## src/rtl/lzss_pkg.sv

```systemverilog
package lzss_pkg;

   localparam int WINDOW_BITS = 12;
   localparam int COUNT_BITS  = 24;
   localparam int LEN_BITS    = 24;
   localparam int CMP_BITS    = 33;
   localparam int REMAIN_BITS = 5;

   localparam logic [WINDOW_BITS-1:0] RING_BIAS = WINDOW_BITS'('h12);
   localparam logic [REMAIN_BITS-1:0] MIN_MATCH = REMAIN_BITS'(3);
   localparam logic [WINDOW_BITS:0]   FULL_DIST = {1'b1, {WINDOW_BITS{1'b0}}};

   typedef struct packed {
      logic       valid;
      logic [7:0] data_byte;
      logic       last;
      logic       error;
   } emit_type;

   typedef struct packed {
      logic                   wr_en;
      logic [WINDOW_BITS-1:0] wr_addr;
      logic [7:0]             wr_data;
      logic                   rd_en;
      logic [WINDOW_BITS-1:0] rd_addr;
   } ram_req_type;

endpackage

```

## src/rtl/lzss_rsp_stage.sv

```systemverilog
module lzss_rsp_stage
   import lzss_pkg::*;
(
   input  logic       clock,
   input  logic       reset,
   input  emit_type   emit,
   input  logic       rsp_stall,
   output logic       out_free,
   output logic       rsp_valid,
   output logic [7:0] rsp_data_byte,
   output logic       rsp_last,
   output logic       rsp_error
);

   logic     valid_ff;
   logic     valid_in;
   emit_type hold_ff;

   assign out_free = !valid_ff || !rsp_stall;
   assign valid_in = out_free ? emit.valid : valid_ff;

   always_ff @(posedge clock) begin
      if (reset) begin
         valid_ff <= 1'b0;
      end else begin
         valid_ff <= valid_in;
      end
   end

   always_ff @(posedge clock) begin
      if (out_free && emit.valid) begin
         hold_ff <= emit;
      end
   end

   assign rsp_valid     = valid_ff;
   assign rsp_data_byte = hold_ff.data_byte;
   assign rsp_last      = hold_ff.last;
   assign rsp_error     = hold_ff.error;

endmodule

```

## config.mk

```make
export PLATFORM = sky130hd
export DESIGN_NAME = lzss_rsp_stage
export DESIGN_NICKNAME = d
export VERILOG_FILES = /design/src/rtl/lzss_pkg.sv /design/src/rtl/lzss_rsp_stage.sv
export SDC_FILE = /design/constraint.sdc
export NUM_CORES = 1
export LEC_CHECK = 0
export BUFFER_PORTS_ARGS = -buffer_cell sky130_fd_sc_hd__buf_4
export CAP_MARGIN = 20
export CORE_AREA = 2 2 39 41
export CTS_CLUSTER_DIAMETER = 120
export DETAILED_ROUTE_END_ITERATION = 16
export DIE_AREA = 0 0 41 43
export SYNTH_ARGS = -nofsm -noshare
export SYNTH_HDL_FRONTEND = slang
export SYNTH_SLANG_ARGS = --single-unit
```

## constraint.sdc

```tcl
create_clock -name clock -period 0.98 [get_ports clock]
set_input_delay 0 -clock clock [delete_from_list [all_inputs] [get_ports clock]]
set_output_delay 0 -clock clock [all_outputs]
set_load 0.03 [all_outputs]
```

==> results.json, run 1 <==
{
  "status": "finished clean",
  "p_leak_nw": 0.314,
  "synth.distinct_cells": 6,
  "period_share_pct": 93.7,
  "peakVddDrop_uv": 748,
  "cts_resized": 0,
  "worstMarginPinSlew_ns": 0.142,
  "synth_area_leaders": "edfxtp_1, dfxtp_1, and2_1, a21oi_1, nand2_1",
  "final_area_um2": 718,
  "switching_share_pct": 23.6,
  "syn_to_final_growth_pct": 112,
  "gr-total-overflow": 0,
  "p_comb_share_pct": 19.4,
  "fmax_mhz": 1090,
  "powerDensity_mw_per_mm2": 1460,
  "start_util_pct": 24.5,
  "crit_type": "register to register",
  "viasPerCell": 3.93,
  "die_y_um": 43,
  "pin_count": 26,
  "placementRows": 14,
  "syn_inst": 15,
  "cts.path.max_buffers": 2,
  "dp_hpwl_um": 555,
  "crit_path_max_fanout": 10,
  "intPower_w": 0.000800,
  "setup_ws_ns": 0.0621,
  "p_seq_share_pct": 52.8,
  "dp_slack_ns": 0.0656,
  "cp.arrival_ns": 0.89,
  "power_frac_clock_pct": 27.9,
  "numCtsBuffers": 3,
  "cts_sinks": 11,
  "drc": 0,
  "die_w_um": 41,
  "vias": 287,
  "wl_um": 811,
  "tns_ns": 0,
  "yosysSeqAreaShare_pct": 94.5,
  "antenna_found_initial": 0,
  "fillers": 119,
  "wl_per_cell_um": 11.1,
  "ant_nets": 0,
  "critPathCaptureType": "register",
  "setup_violations": 0,
  "dr.pass1.iters": 1,
  "rsz0062_at_grt": "false",
  "cts_tree": "done",
  "drt_iter0_markers": 0,
  "grt_pass1_wl_mm": 1.15,
  "portBuffers": 25,
  "switchingPower_w": 0.000247,
  "start_kind": "register",
  "core_mm2": 0.00138,
  "fin_worst_skew_ns": 0.000373,
  "syn-cell-area_um2": 339,
  "path_cells": "nand2_4 -> and2_4",
  "period_needed_ns": 0.918,
  "antennaDiodeCount": 0,
  "root_buffer": "clkbuf_4",
  "die_area_mm2": 0.00176,
  "hp-class": "primary input to register",
  "h-tree-depth": 1,
  "synth_top_area_share_pct": 88.6,
  "final_layout_size_suffix_gt1_share_pct": 56.1,
  "insertion_delay_ns": 0.26,
  "gp_congestion": 0.600,
  "ys_seq_elements": 11,
  "max_cap_viol_count": 0,
  "grt_max_degree": 11,
  "yosys.area.top_type": "edfxtp_1",
  "grt_pass1_vias": 298,
  "synth_nets": 29,
  "syn_area_per_cell_um2": 22.6,
  "relSlewSlack_pct": 90.6,
  "path_clk_slew_ns": 0.07,
  "crit_path_top_delay_cell": "dfxtp_4",
  "fin_nets": 72,
  "critPathMaxStageDelay_ns": 0.36,
  "slew_violations": 0,
  "grt.total_usage_pct": 10.3,
  "synth-warning-count": 0,
  "required_ns": 0.95,
  "placed_cell_area_um2": 561,
  "hold_violations": 0
}
-- final timing paths --
check,startpoint,endpoint,slack (ns),cells after the start
setup / recovery,rsp_valid,rsp_error,0.06,2
hold / removal,rsp_stall,rsp_data_byte[0],0.23,3
setup reg to reg,rsp_valid,rsp_error,0.06,2
hold reg to reg,rsp_valid,rsp_valid,0.53,2
-- power groups by stage --
stage / registers (W) / clock network, W / logic, W
final: 0.000553 / 0.000292 / 0.000203
after global routing: 0.000555 / 0.000344 / 0.000216
after CTS: 0.000553 / 0.000314 / 0.000204
after detailed placement: 0.000563 / 0 / 0.000163
after global placement: 0.000562 / 0 / 0.000159
after floorplan: 0.000618 / 0 / 0.0000196
-- cells in the mapped netlist, drive strengths merged --
master / count
dfxtp: 1
and2: 1
a21oi: 1
edfxtp: 10
nand2: 1
nor2: 1
-- logic make-up (layout without fill, tap and decap cells) --
| logic type | after synthesis | count (layout) | share of synthesized area [%] |
|---|---|---|---|
| buf+inv | 0 | 42 | 0 |
| compound gates | 1 | 1 | 1.47 |
| simple gates | 3 | 3 | 4.06 |
| flops | 11 | 11 | 94.5 |
-- timing repair --
item                      in CTS  in global routing
buffers inserted               0                  0
hold endpoints to repair      11                  0
hold buffers                  13                  0
-- sequential cells by signal, summed over array words and instances, names as in the netlist --
signal and count:
rsp_error 1, rsp_data_byte 8, rsp_valid 1, rsp_last 1
-- per-stage QoR --
stage / hold slack [ns] / utilization, % / cells / total power, W
final: 0.235 / 51.9 / 73 / 0.00105
after global routing: 0.225 / 51.9 / 73 / 0.00111
after CTS: 0.222 / 51.9 / 73 / 0.00107
after detailed placement: 0.151 / 40.5 / 56 / 0.000726
after global placement: 0.148 / 40.5 / 56 / 0.000722
after floorplan: 0.0627 / - / 15 / 0.000638
-- cells in the final DEF (no fill, tap or decap) --
cell	instances
nor2_1	1
a21oi_1	1
clkinv_2	1
dlygate4sd3_1	13
and2_4	1
edfxtp_1	10
buf_4	25
clkbuf_4	3
dfxtp_4	1
nand2_4	1
-- metal layers --
| layer | vias up | track usage (%) | share of wire (%) | routed length, µm |
|---|---|---|---|---|
| li1 | 139 | - | - | - |
| met2 | 23 | 17.5 | 47 | 383 |
| met1 | 125 | 9.28 | 38 | 310 |
| met4 | 0 | 6.00 | 0 | 0 |
| met5 | - | 0 | 0 | 0 |
| met3 | 0 | 4.71 | 14 | 116 |
-- critical path, delay by kind of cell, from the launching register on --
family           cells  cell delay [ns]
and+or+nand+nor      2             0.26
DFF                  1             0.36
-- area by class of cell --
class	count	area, µm²	area share (%)
flip-flops and latches	11	324	45.1
repair buffers	38	318	44.3
multi-input cells	4	28.8	4.01
clock buffers	3	22.5	3.14
well taps	16	20.0	2.79
clock inverters	1	5.00	0.697
No activity file was read; power rests on OpenSTA's default activity.
==> inputs of run 2 (changes only) <==
--- a/config.mk
+++ b/config.mk
@@ -11,6 +11,7 @@
 export CTS_CLUSTER_DIAMETER = 120
 export DETAILED_ROUTE_END_ITERATION = 16
 export DIE_AREA = 0 0 41 43
+export REMOVE_ABC_BUFFERS = 1
 export SYNTH_ARGS = -nofsm -noshare
 export SYNTH_HDL_FRONTEND = slang
 export SYNTH_SLANG_ARGS = --single-unit
==> run 2 against run 1 <==
First-iteration DRC count is the same. Design area grew 2.1%. Global-route usage shrank 0.81 points. Via count grew 2.4%. Largest power group unchanged.
==> results.json, run 2 (synthesis results as in run 1) <==
{
  "power_frac_clock_pct": 27.2,
  "die_y_um": 43,
  "placed_cell_area_um2": 574,
  "placementRows": 14,
  "hp-class": "primary input to output port",
  "grt_pass1_vias": 293,
  "crit_path_top_delay_cell": "dfxtp_1",
  "drc": 0,
  "p_comb_share_pct": 20.6,
  "die_w_um": 41,
  "gp_congestion": 0.590,
  "cts_tree": "done",
  "period_needed_ns": 0.939,
  "switchingPower_w": 0.000235,
  "slew_violations": 0,
  "grt.total_usage_pct": 9.54,
  "p_leak_nw": 0.318,
  "grt_max_degree": 11,
  "hold_violations": 0,
  "h-tree-depth": 1,
  "cts.path.max_buffers": 2,
  "dr.pass1.iters": 1,
  "fmax_mhz": 1070,
  "start_util_pct": 24.5,
  "crit_cells": 3,
  "critPathTopFamily": "flip-flops",
  "fillers": 116,
  "core_mm2": 0.00138,
  "cp.arrival_ns": 0.91,
  "intPower_w": 0.000819,
  "max_cap_viol_count": 0,
  "relSlewSlack_pct": 92.7,
  "path_cells": "nand2_1 -> and2_4 -> buf_12",
  "drt_iter0_markers": 0,
  "cts_sinks": 11,
  "hold-worst-slack_ns": 0.315,
  "peakVddDrop_uv": 740,
  "path_buf_inv": 1,
  "final_area_um2": 733,
  "antenna_found_initial": 0,
  "critPathCaptureType": "register",
  "period_share_pct": 95.8,
  "status": "finished clean",
  "start_kind": "register",
  "setup_violations": 0,
  "layout_common_cells": "buf_4, dlygate4sd3_1, edfxtp_1, clkbuf_4",
  "critPathMaxStageDelay_ns": 0.31,
  "place_inst": 58,
  "largest_reg_flops": 8,
  "antennaDiodeCount": 0,
  "crit_type": "register to register",
  "portBuffers": 25,
  "r2r_cells": 3,
  "ant_nets": 0,
  "root_buffer": "clkbuf_4",
  "fin_nets": 74,
  "crit_path_max_fanout": 10,
  "syn_to_final_growth_pct": 116,
  "die_area_mm2": 0.00176,
  "p_seq_share_pct": 52.3,
  "layout_commonest_cell": "buf_4",
  "pin_count": 26,
  "numCtsBuffers": 3,
  "post_cts_buffers": 0,
  "grt_pass1_wl_mm": 1.10,
  "wl_um": 784,
  "switching_share_pct": 22.3,
  "worstMarginPinSlew_ns": 0.109,
  "required_ns": 0.96,
  "powerDensity_mw_per_mm2": 1440,
  "gr-total-overflow": 0,
  "insertion_delay_ns": 0.25,
  "path_clk_slew_ns": 0.06,
  "vias": 294,
  "fin_worst_skew_ns": 0.000456,
  "final_layout_size_suffix_gt1_share_pct": 52.5,
  "wl_per_cell_um": 10.5,
  "viasPerCell": 3.92,
  "hold_path_depth": 3,
  "instances_no_fill": 75
}
-- run 2: final timing paths --
| kind | start | endpoint | slack [ns] |
|---|---|---|---|
| min reg2reg | rsp_valid | rsp_valid | 0.60 |
| max reg2reg | rsp_valid | rsp_data_byte[3] | 0.04 |
| max | rsp_valid | rsp_data_byte[3] | 0.04 |
| min | rsp_stall | out_free | 0.31 |
-- run 2: area by class of cell --
cell class	instances	area (µm²)	share of cell area, %
Multi-Input combinational cell	4	21.3	2.90
Sequential cell	11	320	43.7
Timing Repair Buffer	40	345	47.1
Tap cell	16	20.0	2.73
Clock buffer	4	26.3	3.58
-- run 2: repair_timing --
item	CTS	global route
endpoints found under the setup margin	0	10
gates resized for setup	0	1
hold buffers	13	0
hold endpoints to repair	11	0
-- run 2: metrics by stage --
| stage | util [%] | TNS [ns] | setup slack [ns] | total power (W) |
|---|---|---|---|---|
| floorplan | - | -4.40 | -0.440 | 0.000634 |
| CTS | 52.8 | 0 | 0.0151 | 0.00107 |
| finish | 53.0 | 0 | 0.0413 | 0.00105 |
| global placement | 41.5 | 0 | 0.0419 | 0.000733 |
| global route | 53.0 | -0.00179 | -0.000809 | 0.00111 |
| detailed placement | 41.5 | 0 | 0.0242 | 0.000736 |
-- run 2: tightest hold or removal path, stage by stage --
cell     delay (ns)
buf_4          0.08
nand2_1        0.06
buf_4          0.17
-- run 2: power groups by stage --
stage                     logic [W]  clock network (W)  registers (W)
after detailed placement   0.000174                  0       0.000562
after CTS                  0.000215           0.000303       0.000552
final                      0.000217           0.000286       0.000551
after global routing       0.000230           0.000327       0.000553
after floorplan           0.0000160                  0       0.000618
after global placement     0.000172                  0       0.000561
-- run 2: layer usage --
| layer | track usage, % | wire, µm | share of wire, % | vias up |
|---|---|---|---|---|
| met1 | 10.3 | 261 | 33 | 126 |
| met2 | 15.6 | 422 | 54 | 23 |
| li1 | - | - | - | 145 |
| met4 | 6.00 | 0 | 0 | 0 |
| met5 | 0 | 0 | 0 | - |
| met3 | 2.09 | 101 | 13 | 0 |
==> inputs of run 3 (changes only) <==
--- a/config.mk
+++ b/config.mk
@@ -5,6 +5,7 @@
 export SDC_FILE = /design/constraint.sdc
 export NUM_CORES = 1
 export LEC_CHECK = 0
+export ABC_AREA = 1
 export BUFFER_PORTS_ARGS = -buffer_cell sky130_fd_sc_hd__buf_4
 export CAP_MARGIN = 20
 export CORE_AREA = 2 2 39 41
==> constraint.sdc (replaced) <==
create_clock -name clock -period 0.8 [get_ports clock]
set_input_delay 0 -clock clock [delete_from_list [all_inputs] [get_ports clock]]
set_output_delay 0 -clock clock [all_outputs]
set_load 0.03 [all_outputs]
==> run 3 against run 2 <==
The run now ends with negative setup slack left. Highest routed layer is now met4. Critical path depth fell by 1. Sequential cell count is the same. Critical endpoint is now rsp_data_byte[5]. Routed wire length increased by 10%. Power grew 25%. Clock power up 23%. Die area stayed put. Utilization is 2.6 points higher. Area after synthesis grew 1.5%.
==> results.json, run 3 <==
{
  "crit_path_max_fanout": 8,
  "slew_violations": 0,
  "start_util_pct": 24.9,
  "period_share_pct": 114,
  "cts.path.max_buffers": 2,
  "rsz0062_at_grt": "true",
  "cts_sinks": 11,
  "ys_seq_elements": 11,
  "layout_common_cells": "buf_4, buf_6, dlygate4sd3_1, edfxtp_1, clkbuf_4",
  "die_y_um": 43,
  "timing.rr.end": "rsp_data_byte[5]",
  "ant_nets": 0,
  "final_util_pct": 55.6,
  "path_cells": "a21oi_2 -> buf_6",
  "pin_count": 26,
  "insertion_delay_ns": 0.26,
  "ys.flop_type": "edfxtp_1",
  "layout_commonest_cell": "buf_4",
  "crit_type": "register to register",
  "total_power_w": 0.00132,
  "critPathMaxStageDelay_ns": 0.33,
  "ys_async_sr_fraction_pct": 0,
  "cts_tree": "done",
  "hp-start": "rsp_stall",
  "gr-total-overflow": 0,
  "fmax_mhz": 1090,
  "fin_nets": 73,
  "required_ns": 0.77,
  "yosysSeqAreaShare_pct": 93.1,
  "wl_per_cell_um": 11.7,
  "r2r_cells": 2,
  "grt.total_usage_pct": 12.1,
  "placed_cell_area_um2": 574,
  "violations": "negative setup slack",
  "multi_input_area_um2": 28.8,
  "status": "finished with violations",
  "antennaDiodeCount": 0,
  "final_layout_size_suffix_gt1_share_pct": 60.3,
  "hp-class": "primary input to register",
  "path_buf_inv": 1,
  "synth.distinct_cells": 6,
  "yosysMostFrequentCell": "edfxtp_1",
  "regToRegStartpoint": "rsp_valid",
  "peakVddDrop_uv": 1060,
  "grt_pass1_wl_mm": 1.25,
  "core_mm2": 0.00138,
  "crit_path_top_delay_cell": "dfxtp_2",
  "synth_area_leaders": "edfxtp_1, dfxtp_1, a21oi_2, nand2_2, a21oi_1",
  "syn_inst": 15,
  "die_w_um": 41,
  "largest_reg_flops": 8,
  "path_clk_slew_ns": 0.06,
  "worstMarginPinSlew_ns": 0.135,
  "gp_congestion": 0.599,
  "drc": 0,
  "critPathTopFamily": "flip-flops",
  "relSlewSlack_pct": 91.0,
  "fillers": 122,
  "cp.arrival_ns": 0.89,
  "hold_end": "rsp_valid",
  "final_area_um2": 769,
  "drt_iter0_markers": 0,
  "yosys.area.top_type": "edfxtp_1",
  "critPathCaptureType": "register",
  "period_needed_ns": 0.915,
  "viasPerCell": 3.88,
  "synth_edf_count": 10,
  "placementRows": 14,
  "setup_violations": 15,
  "root_buffer": "clkbuf_4",
  "die_area_mm2": 0.00176,
  "start_kind": "register",
  "powerDensity_mw_per_mm2": 1710,
  "syn_area_per_cell_um2": 22.9,
  "crit_cells": 2,
  "grt_pass1_vias": 314,
  "hold_violations": 0,
  "syn_to_final_growth_pct": 124,
  "h-tree-depth": 1,
  "synth_top_area_share_pct": 87.3,
  "max_cap_viol_count": 0,
  "antenna_found_initial": 0,
  "wl_um": 864,
  "setup_ws_ns": -0.115,
  "p_leak_nw": 0.334,
  "tns_ns": -1.30,
  "portBuffers": 25,
  "numCtsBuffers": 3,
  "synth-warning-count": 0,
  "vias": 287,
  "dr.pass1.iters": 1,
  "hold_path_depth": 3,
  "fin_worst_skew_ns": 0.00355,
  "regArea_um2": 322,
  "reg2reg_slack_ns": -0.11,
  "grt_max_degree": 9,
  "dp_slack_ns": -0.163,
  "syn-cell-area_um2": 344
}
[run 3: changes by cell type after synthesis, sizes merged]
cell and delta:
and2 -1, nor2 -1, a21oi +1, inv +1
[run 3: metrics by stage]
| stage | hold slack (ns) | std cells |
|---|---|---|
| after global placement | 0.155 | 59 |
| after detailed placement | 0.166 | 59 |
| after floorplan | 0.0624 | 15 |
| after global routing | 0.0140 | 74 |
| final | 0.0169 | 74 |
| after CTS | 0.00894 | 74 |
[run 3: worst min-delay path, stage by stage]
cell	delay, ns
buf_4	0.13
nand2_4	0.07
a21oi_2	0.04
[run 3: area by class of cell]
cell class | count | share of cell area (%)
sequential | 11 | 41.8
multi-input combinational | 3 | 3.74
tap | 16 | 2.60
timing repair buffer | 39 | 48.0
clock buffer | 4 | 3.41
inverter | 1 | 0.488
[run 3: kinds of logic after synthesis]
logic type             count (synthesis)  synth area share (%)
DFF                                   11                  93.1
and+or+nand+nor                        1                  1.82
AOI/OAI and AO/OA                      2                  4.00
buffers and inverters                  1                  1.09
[run 3: how the worst max path moves through the flow]
stage / start / endpoint / slack [ns]
floorplan: rsp_valid / rsp_data_byte[0] / -0.58
global placement: rsp_valid / rsp_last / -0.14
detailed placement: rsp_valid / rsp_data_byte[0] / -0.16
CTS: rsp_valid / rsp_data_byte[3] / -0.12
global route: rsp_valid / out_free / -0.14
finish: rsp_valid / rsp_data_byte[5] / -0.11
[run 3: metal layers]
layer	GRT usage, %	wire length [µm]	up-vias
met4	10.0	10	0
met3	3.66	103	2
li1	-	-	143
met2	20.0	448	25
met5	0	0	-
met1	11.0	302	117
[run 3: what timing repair did]
action,in CTS,in global routing
endpoints found under the setup margin,17,22
hold endpoints to repair,11,0
hold buffers,11,0
gates resized for setup,11,5
setup buffers,0,0
[run 3: where the power goes]
part           internal, W  leakage, nW  switching [W]
Sequential        0.000668        0.105      0.0000158
Combinational     0.000156        0.214       0.000125
Clock             0.000192       0.0150       0.000161
Total              0.00102        0.334       0.000302
