===== src/rtl/lzss_pkg.sv =====
package lzss_pkg;

   localparam int WINDOW_BITS = 12;
   localparam int COUNT_BITS  = 24;
   localparam int LEN_BITS    = 24;
   localparam int CMP_BITS    = 33;
   localparam int REMAIN_BITS = 5;

   localparam logic [WINDOW_BITS-1:0] RING_BIAS = WINDOW_BITS'('h12);
   localparam logic [REMAIN_BITS-1:0] MIN_MATCH = REMAIN_BITS'(3);
   localparam logic [WINDOW_BITS:0]   FULL_DIST = {1'b1, {WINDOW_BITS{1'b0}}};

   typedef struct packed {
      logic       valid;
      logic [7:0] data_byte;
      logic       last;
      logic       error;
   } emit_type;

   typedef struct packed {
      logic                   wr_en;
      logic [WINDOW_BITS-1:0] wr_addr;
      logic [7:0]             wr_data;
      logic                   rd_en;
      logic [WINDOW_BITS-1:0] rd_addr;
   } ram_req_type;

endpackage


===== src/rtl/lzss_token_ctrl.sv =====
module lzss_token_ctrl
   import lzss_pkg::*;
(
   input  logic                clock,
   input  logic                reset,
   input  logic                req_valid,
   input  logic [7:0]          req_code_byte,
   input  logic                req_first,
   output logic                req_stall,
   input  logic                csr_valid,
   input  logic [LEN_BITS-1:0] csr_output_length,
   input  logic                out_free,
   output emit_type            emit,
   output ram_req_type         ram_req,
   input  logic [7:0]          ram_q
);

   localparam logic [1:0] PH_FLAG  = 2'd0;
   localparam logic [1:0] PH_TOKEN = 2'd1;
   localparam logic [1:0] PH_HIGH  = 2'd2;

   logic [COUNT_BITS-1:0]  out_count_ff, out_count_in;
   logic [1:0]             phase_ff, phase_in;
   logic [7:0]             flag_bits_ff, flag_bits_in;
   logic [2:0]             token_index_ff, token_index_in;
   logic [7:0]             match_low_ff, match_low_in;
   logic                   finished_ff, finished_in;
   logic [LEN_BITS-1:0]    length_ff, length_in;
   logic                   copy_ff, copy_in;
   logic [WINDOW_BITS-1:0] src_ff, src_in;
   logic [REMAIN_BITS-1:0] remain_ff, remain_in;
   logic                   fwd_ff, fwd_in;
   logic [7:0]             fwd_data_ff, fwd_data_in;

   logic                   accept;
   logic [COUNT_BITS-1:0]  cnt;
   logic [COUNT_BITS-1:0]  cnt_inc;
   logic [1:0]             ph;
   logic [2:0]             tok;
   logic [2:0]             tok_inc;
   logic                   fin;
   logic                   at_end;
   logic                   do_emit;
   logic [7:0]             em_data;
   logic [WINDOW_BITS-1:0] pos;
   logic [WINDOW_BITS-1:0] dist_low;
   logic [WINDOW_BITS:0]   back_dist;
   logic [WINDOW_BITS-1:0] src_start;
   logic [REMAIN_BITS-1:0] remain_dec;

   assign req_stall = copy_ff || !out_free;
   assign accept    = req_valid && !req_stall;

   always_comb begin
      out_count_in   = out_count_ff;
      phase_in       = phase_ff;
      flag_bits_in   = flag_bits_ff;
      token_index_in = token_index_ff;
      match_low_in   = match_low_ff;
      finished_in    = finished_ff;
      length_in      = csr_valid ? csr_output_length : length_ff;
      copy_in        = copy_ff;
      src_in         = src_ff;
      remain_in      = remain_ff;
      emit           = '0;
      ram_req        = '0;
      do_emit        = 1'b0;
      em_data        = req_code_byte;

      // A first byte restarts the entry before it is decoded.
      cnt = out_count_ff;
      ph  = phase_ff;
      tok = token_index_ff;
      fin = finished_ff;
      if (accept && req_first) begin
         cnt = '0;
         ph  = PH_FLAG;
         tok = '0;
         fin = (length_ff == '0);
      end

      cnt_inc    = cnt + COUNT_BITS'(1);
      at_end     = CMP_BITS'(cnt_inc) >= CMP_BITS'(length_ff);
      tok_inc    = tok + 3'd1;
      pos        = {req_code_byte[7:4], match_low_ff};
      src_start  = pos + RING_BIAS;
      dist_low   = cnt[WINDOW_BITS-1:0] - src_start;
      back_dist  = (dist_low == '0) ? FULL_DIST : {1'b0, dist_low};
      remain_dec = remain_ff - REMAIN_BITS'(1);

      if (accept) begin
         out_count_in   = cnt;
         phase_in       = ph;
         token_index_in = tok;
         finished_in    = fin;
         if (!fin) begin
            unique case (ph)
               PH_TOKEN: begin
                  if (flag_bits_ff[tok]) begin
                     do_emit        = 1'b1;
                     token_index_in = tok_inc;
                     phase_in       = (tok_inc == '0) ? PH_FLAG : PH_TOKEN;
                  end else begin
                     match_low_in = req_code_byte;
                     phase_in     = PH_HIGH;
                  end
               end
               PH_HIGH: begin
                  token_index_in = tok_inc;
                  phase_in       = (tok_inc == '0) ? PH_FLAG : PH_TOKEN;
                  if (CMP_BITS'(cnt) < CMP_BITS'(back_dist)) begin
                     // Reference before the start of the output.
                     finished_in = 1'b1;
                     emit.valid  = 1'b1;
                     emit.last   = 1'b1;
                     emit.error  = 1'b1;
                  end else begin
                     copy_in         = 1'b1;
                     ram_req.rd_en   = 1'b1;
                     ram_req.rd_addr = src_start;
                     src_in          = src_start + WINDOW_BITS'(1);
                     remain_in       = REMAIN_BITS'(req_code_byte[3:0]) + MIN_MATCH;
                  end
               end
               default: begin
                  flag_bits_in   = req_code_byte;
                  token_index_in = '0;
                  phase_in       = PH_TOKEN;
               end
            endcase
         end
      end else if (copy_ff && out_free) begin
         do_emit   = 1'b1;
         em_data   = fwd_ff ? fwd_data_ff : ram_q;
         remain_in = remain_dec;
         if (at_end || remain_dec == '0) begin
            copy_in = 1'b0;
         end else begin
            ram_req.rd_en   = 1'b1;
            ram_req.rd_addr = src_ff;
            src_in          = src_ff + WINDOW_BITS'(1);
         end
      end

      if (do_emit) begin
         ram_req.wr_en   = 1'b1;
         ram_req.wr_addr = cnt[WINDOW_BITS-1:0];
         ram_req.wr_data = em_data;
         out_count_in    = cnt_inc;
         if (at_end) begin
            finished_in = 1'b1;
         end
         emit.valid     = 1'b1;
         emit.data_byte = em_data;
         emit.last      = at_end;
      end

      // A read of the entry written in the same cycle returns stale data, so the new
      // byte is carried alongside the read.
      fwd_in      = fwd_ff;
      fwd_data_in = fwd_data_ff;
      if (ram_req.rd_en) begin
         fwd_in      = ram_req.wr_en && (ram_req.wr_addr == ram_req.rd_addr);
         fwd_data_in = ram_req.wr_data;
      end
   end

   always_ff @(posedge clock) begin
      if (reset) begin
         out_count_ff   <= '0;
         phase_ff       <= PH_FLAG;
         flag_bits_ff   <= '0;
         token_index_ff <= '0;
         match_low_ff   <= '0;
         finished_ff    <= 1'b0;
         length_ff      <= '0;
         copy_ff        <= 1'b0;
         fwd_ff         <= 1'b0;
      end else begin
         out_count_ff   <= out_count_in;
         phase_ff       <= phase_in;
         flag_bits_ff   <= flag_bits_in;
         token_index_ff <= token_index_in;
         match_low_ff   <= match_low_in;
         finished_ff    <= finished_in;
         length_ff      <= length_in;
         copy_ff        <= copy_in;
         fwd_ff         <= fwd_in;
      end
   end

   always_ff @(posedge clock) begin
      src_ff      <= src_in;
      remain_ff   <= remain_in;
      fwd_data_ff <= fwd_data_in;
   end

endmodule


===== config.mk =====
export PLATFORM = sky130hd
export DESIGN_NAME = lzss_token_ctrl
export DESIGN_NICKNAME = d
export VERILOG_FILES = /design/src/rtl/lzss_pkg.sv /design/src/rtl/lzss_token_ctrl.sv
export SDC_FILE = /design/constraint.sdc
export NUM_CORES = 1
export LEC_CHECK = 0
export BUFFER_PORTS_ARGS = -buffer_cell sky130_fd_sc_hd__buf_2
export CAP_MARGIN = 20
export CELL_PAD_IN_SITES_DETAIL_PLACEMENT = 0
export CELL_PAD_IN_SITES_GLOBAL_PLACEMENT = 2
export CORE_ASPECT_RATIO = 1.25
export CORE_MARGIN = 5
export CORE_UTILIZATION = 38
export DETAILED_ROUTE_END_ITERATION = 12
export GPL_ROUTABILITY_DRIVEN = 0
export PLACE_DENSITY = 0.95
export SYNTH_ARGS = -nofsm -noshare
export SYNTH_HDL_FRONTEND = slang
export SYNTH_SLANG_ARGS = --single-unit

===== constraint.sdc =====
create_clock -name clock -period 17.9 [get_ports clock]
set_input_delay 0 -clock clock [delete_from_list [all_inputs] [get_ports clock]]
set_output_delay 0 -clock clock [all_outputs]
set_load 0.01 [all_outputs]

==> results.sh, run 1 <==
export IMPL_setup_violations_final=0
export IMPL_ys_warn_count=0
export IMPL_start_kind="flop"
export IMPL_areaGrowthSynthToFinish_pct=15.73
export IMPL_core_area_um2=20030
export IMPL_synth_compound_area_share_pct=16.72
export IMPL_final_max_slew_viol_count=0
export IMPL_rr_worst_depth=25
export IMPL_diodes=0
export IMPL_synthMuxAreaShare_pct=7.286
export IMPL_wire_per_inst_um=17.58
export IMPL_critPathKind="flop to flop"
export IMPL_crit_path_max_fanout=39
export IMPL_synth_flop_cell="dfxtp_1"
export IMPL_syn_inst=974
export IMPL_cp_common_cell="and3_1"
export IMPL_ys_ff_latch=97
export IMPL_final_cells=1332
export IMPL_routed_wl_um=23420
export IMPL_cts_made_buffers=9
export IMPL_crit_path_max_incr_delay_ps=790
export IMPL_p_comb_share_pct=11.1
export IMPL_setup_tns_ps=0
export IMPL_cts_setup_buffers=0
export IMPL_met1_usage_pct=25.66
export IMPL_hold_class="input port to flop"
export IMPL_ys_seq_area_share_pct=28.56
export IMPL_p_switching_mw=0.1314
export IMPL_slowest_stage="nor2_2"
export IMPL_intPower_mw=0.3643
export IMPL_grt_max_degree=63
export IMPL_holdPathStages=4
export IMPL_hold_start="out_free"
export IMPL_dpl_cell_area_um2=8247
export IMPL_whs_ps=55.59
export IMPL_end_kind="flop"
export IMPL_cts_tree="yes"
export IMPL_portBuffers=91
export IMPL_clockRootBuffer="clkbuf_16"
export IMPL_worst_slack_ps=10240
export IMPL_fin_area_um2=8884
export IMPL_yosys_cell_count_top_type="nor2_1"
export IMPL_fmax_mhz=130.6
export IMPL_grt_util_all_layers_pct=20.37
export IMPL_period_needed_ps=7659
export IMPL_die_w_um=137.1
export IMPL_synthAdderAreaFrac_pct=8.117
export IMPL_p_per_area_nw_per_um2=55.80
export IMPL_dp_slack_ps=10380
export IMPL_total_power_mw=0.4957
export IMPL_synth_top_area_share_pct=18.78
export IMPL_avgSynthCellArea_um2=7.881
export IMPL_final_setup_skew_ps=10.67
export IMPL_grt_pass1_vias=7116
export IMPL_rsz0062_at_grt="false"
export IMPL_seqPwrFrac_pct=46.9
export IMPL_synth_nets=1069
export IMPL_yosys_area_share_simple_pct=22.67
export IMPL_cp_required_ps=18200
export IMPL_peakVddDrop_mv=0.04282
export IMPL_final_util_pct=44.35
export IMPL_vias=7213
export IMPL_synth_edf_count=25
export IMPL_clk_transition_reported_paths_ps=80
export IMPL_crit_start="copy_ff"
export IMPL_antenna_found_initial=0
export IMPL_nFillCells=2103
export IMPL_synth_cell_types=82
export IMPL_slew_headroom_pct=32.31
export IMPL_synth_xor_area_share_pct=10.12
export IMPL_outcome="completed"
export IMPL_first_iter_violations=602
export IMPL_max_cap_violations=0
export IMPL_synthArstFlopShare_pct=0
export IMPL_fin_crit_sh_pct=42.79
export IMPL_hold_viol=0
export IMPL_clock_sinks=97
export IMPL_die_area_um2=23160
export IMPL_post_cts_resized=0
export IMPL_drc_errors=0
export IMPL_routed_via_density=5.415
export IMPL_met2_usage_pct=34.88
export IMPL_post_place_cells=1283
export IMPL_timing_rr_end="fwd_ff"
export IMPL_synth_top_cell_by_area="dfxtp_1"
export IMPL_p_sw_share_pct=26.52
export IMPL_r2r_setup_slack_ps=10240
export IMPL_drt_first_pass_iters=7
export IMPL_synth_top_family_by_area="simple AND/OR/NAND/NOR gates"
export IMPL_drive_gt1_share_pct=12.81
export IMPL_ios=92
export IMPL_start_util_pct=38.32
export IMPL_clock_latency_ps=360
export IMPL_tightest_slew_ps=1014
export IMPL_worst_hold_path_endpoint="copy_ff"
export IMPL_nets=1152
export IMPL_synth_common_cells="nor2_1, nand2_1, dfxtp_1, xnor2_1, inv_1"
export IMPL_num_rows=58
export IMPL_overflow=0
export IMPL_ant_nets=0
export IMPL_grt_pass1_wl_um=37610
export IMPL_clk_path_buf_depth=2
export IMPL_cp_arrival_ps=7960
export IMPL_dieHeight_um=168.9
export IMPL_ctsHtreeMaxLevel=3
export IMPL_met3_usage_pct=2.556
export IMPL_p_leak_nw=3.832
export IMPL_r2r_start="copy_ff"
export IMPL_ys_top_cells_by_area="dfxtp_1, edfxtp_1, ha_1, xnor2_1, mux2i_1"
export IMPL_clkPwrFrac_pct=42.0
export IMPL_synth_area_um2=7676
export IMPL_place_hpwl_um=17220
export IMPL_grt_busiest_layer="met2"
[state kept, by name, indices dropped and copies added, names as in the netlist]
| signal | count |
|---|---|
| phase_ff | 2 |
| fwd_data_ff | 8 |
| out_count_ff | 24 |
| token_index_ff | 3 |
| finished_ff | 1 |
| remain_ff | 5 |
| fwd_ff | 1 |
| flag_bits_ff | 8 |
| src_ff | 12 |
| copy_ff | 1 |
| length_ff | 24 |
| match_low_ff | 8 |
[worst max-delay path by stage]
stage	endpoint	slack [ps]	cells past startpoint
3_3_place_gp	fwd_ff	10580	25
6_report	fwd_ff	10240	25
2_1_floorplan	fwd_ff	11360	28
5_1_grt	fwd_ff	9650	25
3_5_place_dp	fwd_ff	10380	25
4_1_cts	fwd_ff	10300	25
[cells in the final DEF (no fill, tap or decap), types with 8 or more instances in the layout]
cell	count
nor3_1	15
nor2_1	133
nand4_1	11
nand2b_1	8
buf_2	91
xor2_1	22
a21o_1	10
dlygate4sd3_1	32
and2_1	8
dfxtp_1	72
xnor2_1	63
clkbuf_16	9
buf_4	8
nand3_1	21
edfxtp_1	25
nor4_1	8
inv_1	59
ha_1	49
mux2i_1	51
o211ai_1	9
a21oi_1	48
or3_1	8
o21ai_0	53
nand2_1	111
and3_1	10
[cell families (layout without fill, tap and decap cells)]
logic type,count (synthesis),after routing
AND/OR/NAND/NOR,371,371
AO/OA/AOI/OAI,196,196
buffers and inverters,119,207
flip-flops,97,97
XOR/XNOR,87,87
multiplexers,54,54
adder cells (fa/ha/maj),50,50
[power by group through the flow]
| stage | clock [mW] | sequential [mW] | combinational [mW] |
|---|---|---|---|
| floorplan | 0 | 0.236 | 0.0343 |
| global placement | 0 | 0.238 | 0.0492 |
| detailed placement | 0 | 0.238 | 0.0495 |
| CTS | 0.213 | 0.233 | 0.0552 |
| global route | 0.221 | 0.233 | 0.0616 |
| finish | 0.208 | 0.233 | 0.0551 |
[metal layers]
layer / up-vias / wire (µm)
met3: 43 / 1133
li1: 3576 / -
met4: 0 / 663
met2: 208 / 11630
met1: 3386 / 9986
met5: - / 0
[final cells by class]
| class | count | area (µm²) | area share, % |
|---|---|---|---|
| Clock inverter | 7 | 83.83 | 0.9437 |
| Multi-Input combinational cell | 758 | 4984 | 56.10 |
| Inverter | 60 | 225.2 | 2.535 |
| Clock buffer | 9 | 225.2 | 2.535 |
| Timing Repair Buffer | 131 | 835.8 | 9.408 |
| Sequential cell | 97 | 2192 | 24.68 |
| Tap cell | 270 | 337.8 | 3.803 |
[critical path, delay by kind of cell, from the launching register on]
| kind | cells | cell delay (ps) |
|---|---|---|
| adder cells (fa/ha/maj) | 2 | 510 |
| buffers and inverters | 2 | 610 |
| multiplexers | 1 | 310 |
| flip-flops | 1 | 410 |
| AO/OA/AOI/OAI | 6 | 1430 |
| AND/OR/NAND/NOR | 14 | 4320 |
[repair_timing]
| action | 4_1_cts | 5_1_grt |
|---|---|---|
| hold buffers | 32 | 0 |
| endpoints found under the hold margin | 36 | 0 |
| setup endpoints to repair | 0 | 0 |
No activity file was read; power rests on OpenSTA's default activity.
==> run 2, diff against run 1 <==
--- a/config.mk
+++ b/config.mk
@@ -11,10 +11,10 @@
 export CELL_PAD_IN_SITES_GLOBAL_PLACEMENT = 2
 export CORE_ASPECT_RATIO = 1.25
 export CORE_MARGIN = 5
-export CORE_UTILIZATION = 38
+export CORE_UTILIZATION = 35
 export DETAILED_ROUTE_END_ITERATION = 12
 export GPL_ROUTABILITY_DRIVEN = 0
-export PLACE_DENSITY = 0.95
+export PLACE_DENSITY = 0.89
 export SYNTH_ARGS = -nofsm -noshare
 export SYNTH_HDL_FRONTEND = slang
 export SYNTH_SLANG_ARGS = --single-unit
==> constraint.sdc (replaced) <==
create_clock -name clock -period 7.84 [get_ports clock]
set_input_delay 0 -clock clock [delete_from_list [all_inputs] [get_ports clock]]
set_output_delay 0 -clock clock [all_outputs]
set_load 0.01 [all_outputs]
==> run 2 against run 1 <==
Effect of this change: register-to-register slack got worse by 9400 ps; final cell count increased by 0.83%; highest routed layer unchanged; clock-buffer cell count unchanged; global-route usage decreased by 1.7 points; critical path type unchanged.
==> results.sh, run 2 (same netlist as run 1, synthesis figures left out) <==
export IMPL_outcome="completed"
export IMPL_drt_first_pass_iters=6
export IMPL_timing_rr_end="fwd_ff"
export IMPL_clock_latency_ps=360
export IMPL_fin_crit_sh_pct=89.85
export IMPL_hold_start="req_code_byte[2]"
export IMPL_antenna_found_initial=0
export IMPL_setup_tns_ps=0
export IMPL_start_kind="flop"
export IMPL_critPathKind="flop to flop"
export IMPL_cts_tree="yes"
export IMPL_nFillCells=2234
export IMPL_slew_headroom_pct=30.90
export IMPL_dieHeight_um=175.6
export IMPL_final_max_slew_viol_count=0
export IMPL_areaGrowthSynthToFinish_pct=15.94
export IMPL_overflow=0
export IMPL_intPower_mw=0.8282
export IMPL_clock_sinks=97
export IMPL_rr_worst_depth=26
export IMPL_cp_required_ps=8150
export IMPL_wire_per_inst_um=17.54
export IMPL_seqPwrFrac_pct=47.4
export IMPL_cts_made_buffers=9
export IMPL_period_needed_ps=7044
export IMPL_die_area_um2=25010
export IMPL_setup_violations_final=0
export IMPL_final_common_cell="nor2_1"
export IMPL_clk_transition_reported_paths_ps=70
export IMPL_drc_errors=0
export IMPL_ios=92
export IMPL_ant_nets=0
export IMPL_start_util_pct=35.63
export IMPL_grt_max_degree=63
export IMPL_portBuffers=91
export IMPL_num_rows=60
export IMPL_cp_arrival_ps=7350
export IMPL_crit_path_max_fanout=13
export IMPL_nets=1154
export IMPL_post_place_cells=1298
export IMPL_clockRootBuffer="clkbuf_16"
export IMPL_final_setup_skew_ps=10.01
export IMPL_routed_via_density=5.358
export IMPL_die_w_um=142.5
export IMPL_vias=7196
export IMPL_p_comb_share_pct=11.2
export IMPL_clk_path_buf_depth=2
export IMPL_rsz0062_at_grt="false"
export IMPL_drive_gt1_share_pct=13.25
export IMPL_fmax_mhz=142.0
export IMPL_r2r_start="copy_ff"
export IMPL_clkPwrFrac_pct=41.4
export IMPL_p_sw_share_pct=26.11
export IMPL_holdPathStages=3
export IMPL_register_area_um2=2192
export IMPL_first_iter_violations=536
export IMPL_peakVddDrop_mv=0.1027
export IMPL_hold_viol=0
export IMPL_tightest_slew_ps=1033
export IMPL_grt_pass1_wl_um=37500
export IMPL_grt_util_all_layers_pct=18.69
export IMPL_largestRegisters="length_ff: 24 flops, out_count_ff: 24 flops, src_ff: 12 flops"
export IMPL_place_hpwl_um=17590
export IMPL_end_kind="flop"
export IMPL_p_switching_mw=0.2927
export IMPL_p_leak_nw=3.842
export IMPL_routed_wl_um=23560
export IMPL_r2r_setup_slack_ps=800
export IMPL_diodes=0
export IMPL_grt_pass1_vias=7070
export IMPL_final_cells=1343
export IMPL_core_area_um2=21550
export IMPL_hold_class="input port to flop"
export IMPL_max_cap_violations=0
export IMPL_p_per_area_nw_per_um2=126.0
export IMPL_multi_input_area_um2=4989
export IMPL_ctsHtreeMaxLevel=3
export IMPL_final_cell_mix="nor2_1, nand2_1, buf_2"
export IMPL_worst_hold_path_endpoint="match_low_ff[2]"
==> run 2: changes by cell type in the layout (fill, tap and decap cells not counted), sizes merged <==
cell / change
inv: -1
clkinv: +1
buf: +5
dlygate4sd3: -3
==> run 2: per-stage QoR <==
| stage | util [%] | area (µm²) | total power, mW | setup WS, ps | hold WS, ps |
|---|---|---|---|---|---|
| floorplan | - | 7676 | 0.6172 | 1295 | 74.41 |
| global placement | 38.54 | 8303 | 0.6566 | 1021 | 231.3 |
| detailed placement | 38.54 | 8303 | 0.6570 | 722.8 | 241.6 |
| CTS | 41.28 | 8895 | 1.132 | 659.0 | 0.9563 |
| global route | 41.31 | 8900 | 1.167 | 114.6 | 20.95 |
| finish | 41.31 | 8900 | 1.121 | 796.1 | 4.994 |
==> run 2: timing repair <==
item | CTS | global route
resized for setup | 0 | 1
hold buffers | 29 | 0
endpoints found under the setup margin | 0 | 1
setup buffers | 0 | 0
hold endpoints to repair | 32 | 0
==> run 2: final cells by class <==
class | instances | area share [%]
Timing Repair Buffer | 133 | 9.476
Inverter | 60 | 2.531
Sequential cell | 97 | 24.63
Clock inverter | 7 | 0.8576
Multi-Input combinational cell | 758 | 56.05
Tap cell | 279 | 3.922
Clock buffer | 9 | 2.531
==> run 2: power groups by stage <==
| stage | Clock (mW) | Combinational [mW] | Sequential (mW) |
|---|---|---|---|
| 5_1_grt | 0.494 | 0.140 | 0.533 |
| 3_3_place_gp | 0 | 0.114 | 0.543 |
| 3_5_place_dp | 0 | 0.114 | 0.543 |
| 4_1_cts | 0.475 | 0.126 | 0.531 |
| 6_report | 0.464 | 0.126 | 0.531 |
| 2_1_floorplan | 0 | 0.0782 | 0.539 |
==> run 2: worst max path at each step <==
stage,from,to,slack [ps],depth (start not counted)
after CTS,copy_ff,fwd_ff,660,26
after global placement,copy_ff,fwd_ff,1020,26
after global routing,copy_ff,fwd_ff,110,26
final,copy_ff,fwd_ff,800,26
after detailed placement,copy_ff,fwd_ff,720,26
after floorplan,copy_ff,fwd_ff,1300,28
==> run 2: routing by layer <==
layer / track usage, % / share of wire (%)
met1: 23.98 / 44
met4: 6.022 / 2.3
met3: 2.478 / 4.3
met5: 0 / 0
met2: 32.27 / 49
==> run 2: worst max-delay path, cell delays in order, from the launching register on <==
cell and delay, ps:
dfxtp_1 410, nand4b_1 170, buf_4 210, nand2_1 150, inv_1 220, ha_1 260
and3_1 210, nand3_1 180, nor3_1 330, and3_1 290, and3_1 240, nand4_1 290
or3_1 430, a21oi_1 160, ha_1 270, and4_1 220, a21o_1 180, o2bb2ai_1 120
or4b_1 640, nor2_4 340, buf_4 260, nand2_1 110, mux2i_1 130, a2111oi_0 450
nand4_1 220, a2111oi_4 350, a21o_1 150
==> run 3, diff against run 2 <==
--- a/config.mk
+++ b/config.mk
@@ -9,8 +9,6 @@
 export CAP_MARGIN = 20
 export CELL_PAD_IN_SITES_DETAIL_PLACEMENT = 0
 export CELL_PAD_IN_SITES_GLOBAL_PLACEMENT = 2
-export CORE_ASPECT_RATIO = 1.25
-export CORE_MARGIN = 5
 export CORE_UTILIZATION = 35
 export DETAILED_ROUTE_END_ITERATION = 12
 export GPL_ROUTABILITY_DRIVEN = 0
==> run 3 against run 2 <==
Effect of this change: flip-flop and latch count stayed put; die area is 9.9% lower; highest routed layer unchanged; maximum frequency is 1.7% lower.
==> results.sh, run 3 (same netlist as run 1, synthesis figures left out) <==
export IMPL_areaGrowthSynthToFinish_pct=16.01
export IMPL_grt_pass1_vias=6791
export IMPL_cp_arrival_ps=7470
export IMPL_clock_sinks=97
export IMPL_routed_via_density=5.318
export IMPL_clockRootBuffer="clkbuf_16"
export IMPL_antenna_found_initial=0
export IMPL_p_leak_nw=3.847
export IMPL_seqPwrFrac_pct=48.6
export IMPL_p_per_area_nw_per_um2=122.9
export IMPL_holdPathStages=4
export IMPL_worst_slack_ps=676.2
export IMPL_drc_errors=0
export IMPL_setup_tns_ps=0
export IMPL_critPathKind="flop to flop"
export IMPL_hold_class="input port to flop"
export IMPL_clk_path_buf_depth=2
export IMPL_diodes=0
export IMPL_die_area_um2=22530
export IMPL_ant_nets=0
export IMPL_num_rows=53
export IMPL_rr_worst_depth=25
export IMPL_final_common_cell="nor2_1"
export IMPL_drt_first_pass_iters=5
export IMPL_final_max_slew_viol_count=0
export IMPL_cts_setup_buffers=0
export IMPL_routed_wl_um=23060
export IMPL_final_cell_mix="nor2_1, nand2_1, buf_2"
export IMPL_grt_util_all_layers_pct=20.81
export IMPL_portBuffers=91
export IMPL_grt_pass1_wl_um=36130
export IMPL_place_hpwl_um=17210
export IMPL_max_cap_violations=0
export IMPL_fmax_mhz=139.6
export IMPL_p_comb_share_pct=11.6
export IMPL_final_setup_skew_ps=8.226
export IMPL_slew_headroom_pct=32.58
export IMPL_dp_slack_ps=776.3
export IMPL_die_w_um=150.1
export IMPL_cp_required_ps=8150
export IMPL_rsz0062_at_grt="false"
export IMPL_hold_viol=0
export IMPL_outcome="completed"
export IMPL_r2r_start="copy_ff"
export IMPL_hold_buffers=32
export IMPL_largestRegisters="length_ff: 24 flops, out_count_ff: 24 flops, src_ff: 12 flops"
export IMPL_post_cts_resized=0
export IMPL_drive_gt1_share_pct=13.20
export IMPL_grt_max_degree=63
export IMPL_p_sw_share_pct=27.13
export IMPL_dieHeight_um=150.1
export IMPL_tightest_slew_ps=1008
export IMPL_ctsHtreeMaxLevel=3
export IMPL_crit_path_max_fanout=18
export IMPL_clk_transition_reported_paths_ps=70
export IMPL_hold_start="out_free"
export IMPL_cts_made_buffers=9
export IMPL_clock_latency_ps=360
export IMPL_cts_tree="yes"
export IMPL_start_util_pct=36.06
export IMPL_first_iter_violations=544
export IMPL_end_kind="flop"
export IMPL_start_kind="flop"
export IMPL_final_util_pct=41.83
export IMPL_clkPwrFrac_pct=39.8
export IMPL_nets=1158
export IMPL_r2r_setup_slack_ps=680
export IMPL_crit_start="copy_ff"
export IMPL_ios=92
export IMPL_intPower_mw=0.7973
export IMPL_peakVddDrop_mv=0.09078
export IMPL_setup_violations_final=0
export IMPL_vias=7142
export IMPL_period_needed_ps=7164
export IMPL_timing_rr_end="fwd_ff"
export IMPL_fin_crit_sh_pct=91.38
export IMPL_wire_per_inst_um=17.17
export IMPL_p_switching_mw=0.2968
export IMPL_worst_hold_path_endpoint="copy_ff"
export IMPL_core_area_um2=21290
export IMPL_overflow=0
## run 3: cell types whose count changed in the layout (fill, tap and decap cells not counted)
cell           before  now
buf_4              13   14
bufinv_16           1    0
clkinv_1            0    1
clkinv_2            2    1
clkinv_4            0    1
dlygate4sd3_1      29   32
nor2_2              0    1
nor2_4              1    0
## run 3: through the flow
| stage | cell area [µm²] | instances | hold slack (ps) | power, mW |
|---|---|---|---|---|
| 2_1_floorplan | 7676 | 974 | 74.41 | 0.6172 |
| 3_3_place_gp | 8305 | 1295 | 234.1 | 0.6575 |
| 3_5_place_dp | 8305 | 1295 | 242.7 | 0.6579 |
| 4_1_cts | 8905 | 1343 | 37.73 | 1.107 |
| 5_1_grt | 8905 | 1343 | 91.46 | 1.135 |
| 6_report | 8905 | 1343 | 41.17 | 1.094 |
## run 3: how the worst max path moves through the flow
stage	slack [ps]	cells past startpoint	to
global route	240	25	fwd_ff
global placement	1050	25	fwd_ff
CTS	730	25	fwd_ff
floorplan	1300	28	fwd_ff
finish	680	25	fwd_ff
detailed placement	780	25	fwd_ff
## run 3: area by class of cell
class                   count  area (µm²)
fillers                  2221       12380
inverters                  60       225.2
multi-input cells         758        4984
flip-flops and latches     97        2192
clock buffers               9       225.2
well taps                 275       344.1
clock inverters             7       53.80
repair buffers            137       880.8
## run 3: power by group through the flow
stage          logic (mW)  registers [mW]  clock network, mW
2_1_floorplan      0.0782           0.539                  0
3_3_place_gp        0.115           0.543                  0
3_5_place_dp        0.115           0.543                  0
4_1_cts             0.128           0.531              0.448
5_1_grt             0.141           0.533              0.461
6_report            0.127           0.531              0.436
## run 3: worst max-delay path: stages (launching register included)
cell       delay, ps
dfxtp_1          420
nand4b_1         370
nand2_1          220
inv_1            230
ha_1             260
and3_1           210
nand3_1          170
nor3_1           330
and3_1           290
and3_1           250
nand4_1          290
or3_1            440
a21oi_1          170
ha_1             270
and4_1           210
a21o_1           170
o2bb2ai_1        140
or4b_1           580
nor2_2           350
buf_4            300
a211o_1          180
o221ai_1         120
a2111oi_0        450
nand4_1          210
a2111oi_4        340
a21o_1           150
## run 3: layer usage
layer	wire length, µm	part of all wire, %	GRT usage (%)	up-vias
met5	0	0	0	-
met4	393	1.7	6.667	0
met3	948	4.1	3.030	29
met2	10640	46	34.03	160
met1	11080	48	28.05	3365
li1	-	-	-	3588
